[src/rtl/pfxc_pkg.sv]
// Shared types and constants for the plaintext feedback cipher.
package pfxc_pkg;

   localparam logic [1:0] FUNC_KEY = 2'd0;
   localparam logic [1:0] FUNC_ENC = 2'd1;
   localparam logic [1:0] FUNC_DEC = 2'd2;

   localparam logic [31:0] KEY_MUL = 32'hE377_9B97;
   localparam logic [63:0] KEY_ADD = 64'h0000_0000_9E37_79B9;
   localparam logic [7:0] BYTE_MASK = 8'hff;

   localparam int HIST_DEPTH = 256;
   localparam int HIST_AW = 8;
   localparam int POS_W = 9;

   typedef struct packed {
      logic key_load;
      logic data_load;
      logic div_step;
      logic mask_capture;
      logic mul_lo;
      logic mul_hi;
   } cmd_type;

   typedef struct packed {
      logic key_item;
      logic data_item;
      logic pos_zero;
      logic last;
      logic div_done;
      logic out_free;
   } status_type;

endpackage

[src/rtl/pfxc_ram.sv]
// Generic single-write, single-read RAM with registered read data.
module pfxc_ram #(
   parameter int WIDTH = 8,
   parameter int DEPTH = 256
) (
   input  logic                     clock,
   input  logic                     wr_en,
   input  logic [$clog2(DEPTH)-1:0] wr_addr,
   input  logic [WIDTH-1:0]         wr_data,
   input  logic [$clog2(DEPTH)-1:0] rd_addr,
   output logic [WIDTH-1:0]         rd_data
);

   logic [WIDTH-1:0] mem_ff [DEPTH];
   logic [WIDTH-1:0] rd_data_ff;

   always_ff @(posedge clock) begin
      if (wr_en) begin
         mem_ff[wr_addr] <= wr_data;
      end
      rd_data_ff <= mem_ff[rd_addr];
   end

   assign rd_data = rd_data_ff;

endmodule

[src/rtl/pfxc_ctrl.sv]
// Controller state machine sequencing the cipher datapath.
module pfxc_ctrl
   import pfxc_pkg::*;
(
   input  logic       clock,
   input  logic       reset,
   input  logic       req_tvalid,
   output logic       req_tready,
   input  status_type status,
   output cmd_type    cmd
);

   localparam logic [2:0] ST_IDLE  = 3'd0;
   localparam logic [2:0] ST_DIV   = 3'd1;
   localparam logic [2:0] ST_READ  = 3'd2;
   localparam logic [2:0] ST_CAPT  = 3'd3;
   localparam logic [2:0] ST_MULLO = 3'd4;
   localparam logic [2:0] ST_MULHI = 3'd5;

   logic [2:0] state_ff;
   logic [2:0] state_in;
   logic       accept;

   assign req_tready = (state_ff == ST_IDLE) && status.out_free;
   assign accept = req_tvalid && req_tready;

   always_comb begin
      cmd = '0;
      state_in = state_ff;
      case (state_ff)
         ST_IDLE: begin
            if (accept && status.key_item) begin
               cmd.key_load = 1'b1;
            end
            if (accept && status.data_item) begin
               cmd.data_load = 1'b1;
               if (status.last) begin
                  state_in = ST_MULLO;
               end else if (!status.pos_zero) begin
                  state_in = ST_DIV;
               end
            end
         end
         ST_DIV: begin
            cmd.div_step = 1'b1;
            if (status.div_done) begin
               state_in = ST_READ;
            end
         end
         ST_READ: begin
            state_in = ST_CAPT;
         end
         ST_CAPT: begin
            cmd.mask_capture = 1'b1;
            state_in = ST_IDLE;
         end
         ST_MULLO: begin
            cmd.mul_lo = 1'b1;
            state_in = ST_MULHI;
         end
         ST_MULHI: begin
            cmd.mul_hi = 1'b1;
            state_in = ST_IDLE;
         end
         default: begin
            state_in = ST_IDLE;
         end
      endcase
   end

   always_ff @(posedge clock) begin
      if (reset) begin
         state_ff <= ST_IDLE;
      end else begin
         state_ff <= state_in;
      end
   end

endmodule

[src/rtl/pfxc_dpath.sv]
// Datapath: key, mask, position, remainder unit, history RAM and result register.
module pfxc_dpath
   import pfxc_pkg::*;
(
   input  logic       clock,
   input  logic       reset,
   input  logic [7:0] req_tdata,
   input  logic [2:0] req_tuser,
   input  logic       req_tlast,
   output logic       rsp_tvalid,
   input  logic       rsp_tready,
   output logic [7:0] rsp_tdata,
   output logic       rsp_tlast,
   input  cmd_type    cmd,
   output status_type status
);

   logic [63:0]      key_ff, key_in;
   logic [2:0]       slot_ff, slot_eff;
   logic [7:0]       mask_ff, mask_eff;
   logic [POS_W-1:0] pos_ff, pos_eff;
   logic [POS_W-1:0] divisor_ff;
   logic [7:0]       dvd_ff;
   logic [7:0]       rem_ff;
   logic [2:0]       cnt_ff;
   logic [63:0]      acc_ff;
   logic             out_valid_ff;
   logic [7:0]       out_byte_ff;
   logic             out_last_ff;

   logic [1:0]       func;
   logic             first;
   logic [7:0]       result;
   logic [7:0]       plain;
   logic [63:0]      key_base;
   logic [63:0]      key_addend;
   logic [POS_W-1:0] trial;
   logic [63:0]      lo_prod;
   logic [31:0]      hi_prod;
   logic             hist_we;
   logic [7:0]       hist_rd_data;

   assign func  = req_tuser[1:0];
   assign first = req_tuser[2];

   assign slot_eff   = first ? 3'd0 : slot_ff;
   assign key_base   = first ? 64'd0 : key_ff;
   assign key_addend = {56'd0, req_tdata} << {slot_eff, 3'b000};

   assign mask_eff = first ? (key_ff[7:0] & BYTE_MASK) : mask_ff;
   assign pos_eff  = first ? '0 : pos_ff;
   assign result   = req_tdata ^ mask_eff;
   assign plain    = (func == FUNC_ENC) ? req_tdata : result;
   assign hist_we  = cmd.data_load && !pos_eff[POS_W-1];

   assign trial   = {rem_ff, dvd_ff[7]};
   assign lo_prod = {32'd0, key_ff[31:0]} * {32'd0, KEY_MUL};
   assign hi_prod = key_ff[63:32] * KEY_MUL;
   assign key_in  = acc_ff + {hi_prod, 32'd0} + KEY_ADD;

   assign status.key_item  = (func == FUNC_KEY);
   assign status.data_item = (func == FUNC_ENC) || (func == FUNC_DEC);
   assign status.pos_zero  = (pos_eff == '0);
   assign status.last      = req_tlast;
   assign status.div_done  = (cnt_ff == 3'd7);
   assign status.out_free  = !out_valid_ff || rsp_tready;

   pfxc_ram #(
      .WIDTH(8),
      .DEPTH(HIST_DEPTH)
   ) u_hist (
      .clock  (clock),
      .wr_en  (hist_we),
      .wr_addr(pos_eff[HIST_AW-1:0]),
      .wr_data(plain),
      .rd_addr(rem_ff),
      .rd_data(hist_rd_data)
   );

   always_ff @(posedge clock) begin
      if (reset) begin
         key_ff       <= '0;
         slot_ff      <= '0;
         mask_ff      <= '0;
         pos_ff       <= '0;
         cnt_ff       <= '0;
         out_valid_ff <= 1'b0;
      end else begin
         if (cmd.key_load) begin
            key_ff  <= key_base + key_addend;
            slot_ff <= slot_eff + 3'd1;
         end
         if (cmd.data_load) begin
            mask_ff <= mask_eff;
            pos_ff  <= pos_eff + {{(POS_W-1){1'b0}}, !pos_eff[POS_W-1]};
            cnt_ff  <= '0;
         end
         if (cmd.div_step) begin
            cnt_ff <= cnt_ff + 3'd1;
         end
         if (cmd.mask_capture) begin
            mask_ff <= hist_rd_data;
         end
         if (cmd.mul_hi) begin
            key_ff  <= key_in;
            mask_ff <= key_in[7:0] & BYTE_MASK;
            pos_ff  <= '0;
         end
         if (cmd.data_load) begin
            out_valid_ff <= 1'b1;
         end else if (rsp_tready) begin
            out_valid_ff <= 1'b0;
         end
      end
   end

   always_ff @(posedge clock) begin
      if (cmd.data_load) begin
         divisor_ff  <= pos_eff;
         dvd_ff      <= mask_eff;
         rem_ff      <= '0;
         out_byte_ff <= result;
         out_last_ff <= req_tlast;
      end
      if (cmd.div_step) begin
         dvd_ff <= {dvd_ff[6:0], 1'b0};
         if (trial >= divisor_ff) begin
            rem_ff <= 8'(trial - divisor_ff);
         end else begin
            rem_ff <= trial[7:0];
         end
      end
      if (cmd.mul_lo) begin
         acc_ff <= lo_prod;
      end
   end

   assign rsp_tvalid = out_valid_ff;
   assign rsp_tdata  = out_byte_ff;
   assign rsp_tlast  = out_last_ff;

endmodule

[src/rtl/plaintext_feedback_xor_cipher_top.sv]
// Top level of the plaintext feedback packet byte cipher.
//
//   channel   direction  tdata          tuser             tlast
//   req_      in         data_byte      func, first       last
//   rsp_      out        out_byte       -                 end_of_packet
//
// A key byte, and a data byte at packet position 0 that is not last, end at accept.
// Other non-last data bytes go through accept, 8 steps of the bit-serial
// remainder unit (mask mod position), history RAM read, mask capture.
// A last data byte: accept, then two 32-bit multiply steps of the key update.
// Reset is synchronous; key, mask and position clear, history holds no valid data.
// A request waits while busy or while the result register is full and not taken.
module plaintext_feedback_xor_cipher_top
   import pfxc_pkg::*;
(
   input  logic       clock,
   input  logic       reset,
   input  logic       req_tvalid,
   output logic       req_tready,
   input  logic [7:0] req_tdata,   // [7:0] data_byte
   input  logic [2:0] req_tuser,   // [1:0] func, [2] first
   input  logic       req_tlast,
   output logic       rsp_tvalid,
   input  logic       rsp_tready,
   output logic [7:0] rsp_tdata,   // [7:0] out_byte
   output logic       rsp_tlast
);

   cmd_type    cmd;
   status_type status;

   pfxc_ctrl u_ctrl (
      .clock     (clock),
      .reset     (reset),
      .req_tvalid(req_tvalid),
      .req_tready(req_tready),
      .status    (status),
      .cmd       (cmd)
   );

   pfxc_dpath u_dpath (
      .clock     (clock),
      .reset     (reset),
      .req_tdata (req_tdata),
      .req_tuser (req_tuser),
      .req_tlast (req_tlast),
      .rsp_tvalid(rsp_tvalid),
      .rsp_tready(rsp_tready),
      .rsp_tdata (rsp_tdata),
      .rsp_tlast (rsp_tlast),
      .cmd       (cmd),
      .status    (status)
   );

endmodule

[config.mk]
export PLATFORM = sky130hd
export DESIGN_NAME = plaintext_feedback_xor_cipher_top
export DESIGN_NICKNAME = d
export VERILOG_FILES = /design/src/rtl/pfxc_pkg.sv /design/src/rtl/pfxc_ram.sv /design/src/rtl/pfxc_ctrl.sv /design/src/rtl/pfxc_dpath.sv /design/src/rtl/plaintext_feedback_xor_cipher_top.sv
export SDC_FILE = /design/constraint.sdc
export NUM_CORES = 2
export LEC_CHECK = 0
export BUFFER_PORTS_ARGS = -buffer_cell sky130_fd_sc_hd__buf_2
export CAP_MARGIN = 30
export CORE_ASPECT_RATIO = 2
export CORE_MARGIN = 10
export CORE_UTILIZATION = 50
export DETAILED_ROUTE_END_ITERATION = 8
export PLACE_DENSITY = 0.71
export SYNTH_ARGS = -nofsm -noshare
export SYNTH_HDL_FRONTEND = slang
export SYNTH_SLANG_ARGS = --single-unit
[constraint.sdc]
create_clock -name clock -period 13.1 [get_ports clock]
set_input_delay 2.62 -clock clock [delete_from_list [all_inputs] [get_ports clock]]
set_output_delay 2.62 -clock clock [all_outputs]
set_load 0.02 [all_outputs]
=== After elaboration in Yosys (flattened, before gate mapping) ===
Memory sizes are Yosys's and may differ from the RTL's. A register that Yosys moved wholly into a read port is not among the register bits.
Cells that the tools add are included.

* $add $sub $neg: 7
* Multiply operators: 2
* Order comparisons: 1
* Equal/unequal tests: 11
* Shift operators: 1
* Mux-type cells: 33
* Bitwise logic cells: 1
* Reductions and logical operators: 18

{| class="wikitable"
|+ Operators by type and width
! cell !! number
|-
| 2-to-1 mux 64 bit || 3
|-
| adder 64 bit || 2
|-
| 2-to-1 mux 8 bit || 10
|-
| adder 64 x 32 -> 64 bit (second input constant) || 1
|-
| multiplier 32 x 32 -> 64 bit (second input constant) || 1
|-
| << shifter 8 x 6 -> 64 bit || 1
|-
| multiplier 32 x 30 -> 32 bit (second input constant) || 1
|-
| 2-to-1 mux 3 bit || 7
|-
| case mux 3 bit (4 select lines) || 1
|-
| 2-to-1 mux 1 bit || 10
|-
| adder 9 x 1 -> 9 bit || 1
|-
| == test 3 bit (second input constant) || 3
|-
| greater-or-equal comparator 9 bit || 1
|-
| logical NOT 9 bit || 1
|-
| 2-to-1 mux 9 bit || 1
|-
| subtractor 8 bit || 1
|-
| XOR 8 bit || 1
|-
| adder 3 x 1 -> 3 bit (second input constant) || 2
|-
| == test 3 x 2 -> 1 bit (second input constant) || 2
|-
| nonzero test 2 bit || 3
|-
| logical AND 1 bit || 5
|-
| inequality test 2 bit (second input constant) || 2
|-
| == test 3 x 1 -> 1 bit (second input constant) || 1
|-
| logical NOT 3 bit || 1
|-
| 10 further kinds || 12
|}

* Bits in registers: 189
* Memory bits (writable): 2048
* Input bits: 16
* Output and inout bits: 11
* Word-level logic and storage cells: 89
* Memories kept: 1

{| class="wikitable"
|+ Memory list
! name !! depth !! bits a word !! read ports !! clocked after Yosys merged registers in !! wr ports !! line !! RTL
|-
| u_dpath.u_hist.mem_ff || 256 || 8 || 1 || 1 || 1 || pfxc_ram.sv:14 || <nowiki>logic [WIDTH-1:0] mem_ff [DEPTH];</nowiki>
|}

=== Logic depth before layout (Yosys ltp) ===
* Word-level depth: 10
* Gate-level depth with buffers: 15
* Mapped depth without buffers: 11

=== By module ===
A second synthesis with hierarchy kept.

* Cells, all modules: 4276
* Area, all modules: 84682.5 um^2

{| class="wikitable"
|+ By module, submodules not included
! module !! times used !! cells each !! area each (um^2) !! sequential area each (um^2)
|-
| pfxc_ram || 1 || 3733 || 79556.3 || 61659.1
|-
| pfxc_dpath || 1 || 518 || 4880.9 || 1891.8
|-
| pfxc_ctrl || 1 || 25 || 245.2 || 60.1
|}

=== Worst setup path after synthesis ===
Ideal clock, no wire load.

* Path type: input to register
* Start point: input port req_tuser[2]
* End point: memory u_dpath.u_hist.mem_ff[0][6] (data pin)
* Arrival: 10201 ps
* Data required time: 11574 ps
* Setup slack: 1373 ps
* Stages on the path: 5
* Buffers on the path: 2
* Cell sequence: buf_2 > buf_1 > mux2i_1 > nor2_1 > xor2_1

* Word-level cells in the longest chain between the ends: 3

{| class="wikitable"
|+ RTL lines
! element !! line !! RTL
|-
| start, declared || plaintext_feedback_xor_cipher_top.sv:21 || <nowiki>input logic [2:0] req_tuser,</nowiki>
|-
| 2-to-1 mux 8 bit || pfxc_dpath.sv:50 || <nowiki>assign mask_eff = first ? (key_ff[7:0] & BYTE_MASK) : mask_ff;</nowiki>
|-
| XOR 8 bit || pfxc_dpath.sv:52 || <nowiki>assign result = req_tdata ^ mask_eff;</nowiki>
|-
| 2-to-1 mux 8 bit || pfxc_dpath.sv:53 || <nowiki>assign plain = (func == FUNC_ENC) ? req_tdata : result;</nowiki>
|-
| via u_dpath.plain[6] || pfxc_dpath.sv:34 || <nowiki>logic [7:0] plain;</nowiki>
|-
| end, declared || pfxc_ram.sv:14 ||
|}

The timed path passes the listed nets, and every way through them passes these cells.

=== Worst setup path after layout ===
* Start point: input port rsp_tready
* End point: output port req_tready

* Word-level cells in the longest chain between the ends: 2

{| class="wikitable"
|+ RTL lines
! element !! line !! RTL
|-
| start, declared || plaintext_feedback_xor_cipher_top.sv:24 || <nowiki>input logic rsp_tready,</nowiki>
|-
| logical OR 1 bit || pfxc_dpath.sv:66 || <nowiki>assign status.out_free = !out_valid_ff || rsp_tready;</nowiki>
|-
| logical AND 1 bit || pfxc_ctrl.sv:24 || <nowiki>assign req_tready = (state_ff == ST_IDLE) && status.out_free;</nowiki>
|-
| end, declared || plaintext_feedback_xor_cipher_top.sv:19 || <nowiki>output logic req_tready,</nowiki>
|}

No other way between the ends.

==> metrics <==
Initial DRT Pass Iterations=6; max-cap violations=0; HPWL Detailed=126000 microns; CP Max Fanout=4; slowest CP cell=and2_2; XOR/XNOR Fraction of Synth Area=0.00469; Fin Hold WS=0.462 ns; EDFF count, synth=2089; Lkg Pwr=28.6 nW; Yosys cell types=62; max-slew violations=0; WP buf/inv=2; detailed-route DRC error count=0; hold-fix buffer count after cts=0; setup violators final=0; worst skew pair latency=0.84 ns; kind of critical path=in2out; die width=310 microns; Slew HR=0.237; initial antenna violation count=3; fin worst setup slack=7.23 ns; area share of the largest cell type after synthesis=0.746; Via density=6.26; Simple-Gate Fraction of Synth Area=0.0342; post-synthesis sequential area ratio=0.756; Detail Route Antenna Nets=0; Layout area overhead=10.1%; Startpoint Class=input pin; slowest stage delay, CP=0.22 ns; I/O Pins=27; area leader, netlist=edfxtp_1; Adder-Cell Fraction of Synth Area=0.00809; clock tree root buffer cell=clkbuf_16; H-tree depth=4; die area=186000 sq um; Top FF cell, synth=edfxtp_1; Async SR Flop Fraction=0; Congestion Overflow GR=0; most frequent cells in the layout=edfxtp_1 (2089), mux4_2 (464), nor2_1 (362); row count=212; Avg Cell Area, Syn=20.1 sq um; largest family of logic cells by synthesized area=multiplexers; die height=600 microns; DRT iter0 DRCs=3570; Synth Register Bits=2133; NumNets Final=4290; Pwr Density=161 nW/um^2; Yosys warning total=0; mapped cell area=84100 sq um; status=complete, no violations; Worst Path Required=10.48 ns; pre-CTS WS=6.58 ns; CP delay by family, top=simple AND/OR/NAND/NOR gates; vias in the first global route=42800; Hold Crit Class=reg2reg; worst vdd ir=0.000111 V; gpl congestion=0.924; number of CTS-inserted buffers=174; Critical Path End Type=output port; mux share of post-synthesis cell area=0.143; Reg2Reg Setup Slack=7.78 ns; Worst Tran Pin Value=1.14 ns; largest net degree at the start of global routing=188; PostCTS Resize Cnt=0; global-route wire length before repair=293000 microns; cell repeated most along the worst path=buf_2; # Post-CTS Setup Buffers=0; Final min period=5.87 ns; compound-cell area share of the yosys netlist=0.0346; clock tree buffer depth=4; Initial Util=0.503; Clock Skew=0.0540 ns; area of the core=167000 sq um; Via Count=40700; Detailed Route WL=200000 microns; setup TNS=0 ns; Mapped Cells=4177; Final period util=0.448; Fin. Hold Viols=0; crit path cell chain=buf_2 > nand2b_1 > and2_2 > buf_2; drt wl/cell=30.8 microns; Net Count, Synth=4242; CTS sink cnt=2133; # port buffers=26; CTS tree=done; GRT Total Usage=0.216; commonest non-fill, non-tap cell in the layout=edfxtp_1; Arr. time, crit path=3.25 ns; clk slew on worst S/H paths=0.07 ns; layout cells sized above 1=0.220; Area contributors post-synth=edfxtp_1 (75%), mux4_2 (12%), nor2_1 (1.6%); fmax=170 MHz; RSZ-0062 raised after global routing=false
[cell families after synthesis]
| kind of cell | after synthesis |
|---|---|
| buffers and inverters | 267 |
| and+or+nand+nor | 654 |
| DFF | 2133 |
| xor gates and xnor gates | 45 |
| AOI/OAI and AO/OA | 415 |
| adders and majority gates | 49 |
| muxes | 614 |
[cell usage after synthesis, types with 8 or more instances]
library cell / number
mux4_2: 464
a22o_1: 16
a22oi_1: 60
nand3_1: 22
buf_2: 71
dfxtp_1: 44
a21oi_1: 29
nor2_1: 364
nand2_1: 144
mux2_2: 48
buf_6: 38
inv_1: 33
nand4_1: 8
mux2_4: 8
and3_1: 23
o211ai_1: 17
mux2_1: 9
clkbuf_1: 88
a221oi_1: 50
xor2_1: 14
edfxtp_1: 2089
nor2b_1: 37
buf_4: 22
nand2b_1: 17
ha_1: 40
fa_1: 9
xnor2_1: 31
a211oi_1: 30
o22ai_1: 81
nor3_1: 10
mux2i_1: 85
a31oi_1: 44
a21o_1: 9
o21ai_0: 55
[flip-flops by register name, summed over array words and instances, names as in the netlist, 3 cells and up]
signal	count
u_dpath.rsp_tdata	8
u_dpath.u_hist.rd_data	8
u_dpath.mask_ff	8
u_dpath.divisor_ff	9
u_dpath.u_hist.mem_ff	2048
u_dpath.key_ff	8
u_dpath.acc_ff	8
u_dpath.cnt_ff	3
u_dpath.dvd_ff	8
u_ctrl.state_ff	3
u_dpath.pos_ff	9
u_dpath.slot_ff	3
u_dpath.rem_ff	8
[area by class of cell]
class | instances | area, sq um
repair buffers | 106 | 1020
fillers | 12100 | 74500
clock buffers | 191 | 4490
diodes | 4 | 10.0
clock inverters | 117 | 1530
flip-flops and latches | 2133 | 63600
inverters | 33 | 124
multi-input cells | 1777 | 19200
well taps | 2140 | 2680
[worst register-to-register path: cells and delay by family, from the launching register on]
family	cells	cell delay (ns)
buf+inv	3	2.13
flops	1	0.41
mux	1	0.38
compound gates	3	1.35
simple gates	1	0.86
[layer usage]
| layer | global-route usage | share of wire | vias up | routed length, microns |
|---|---|---|---|---|
| met2 | 0.385 | 0.53 | 1668 | 107000 |
| met3 | 0.0263 | 0.052 | 525 | 10400 |
| met4 | 0.152 | 0.080 | 2 | 16000 |
| met5 | 0 | 0.000055 | - | 11 |
| met1 | 0.238 | 0.34 | 21300 | 67300 |
| li1 | - | - | 17200 | - |
[path summary, 6_finish.rpt]
check	startpoint	end	cells past startpoint
hold / removal	u_dpath.mask_ff[5]	u_dpath.mask_ff[5]	2
setup reg to reg	u_dpath.rem_ff[0]	u_dpath.u_hist.rd_data[5]	8
hold reg to reg	u_dpath.mask_ff[5]	u_dpath.mask_ff[5]	2
setup / recovery	rsp_tready	req_tready	4
[report_power, final]
group          switching [mW]  total [mW]  leakage, nW  internal, mW
clock network            2.41        5.54         2.91          3.14
logic                    1.08        1.66         6.59         0.586
registers              0.0353        7.71         19.2          7.68
total                    3.52        14.9         28.6          11.4
[metrics by stage]
stage           util  cells  instance area (sq um)  total power [mW]
6_report       0.554   6501                  92600              14.9
4_1_cts        0.554   6493                  92500              15.0
2_1_floorplan      -   4177                  84100              9.04
5_1_grt        0.554   6498                  92600              15.3
3_3_place_gp   0.517   6174                  86300              9.48
3_5_place_dp   0.518   6185                  86500              9.51
Power figures use the tool's default switching activity.
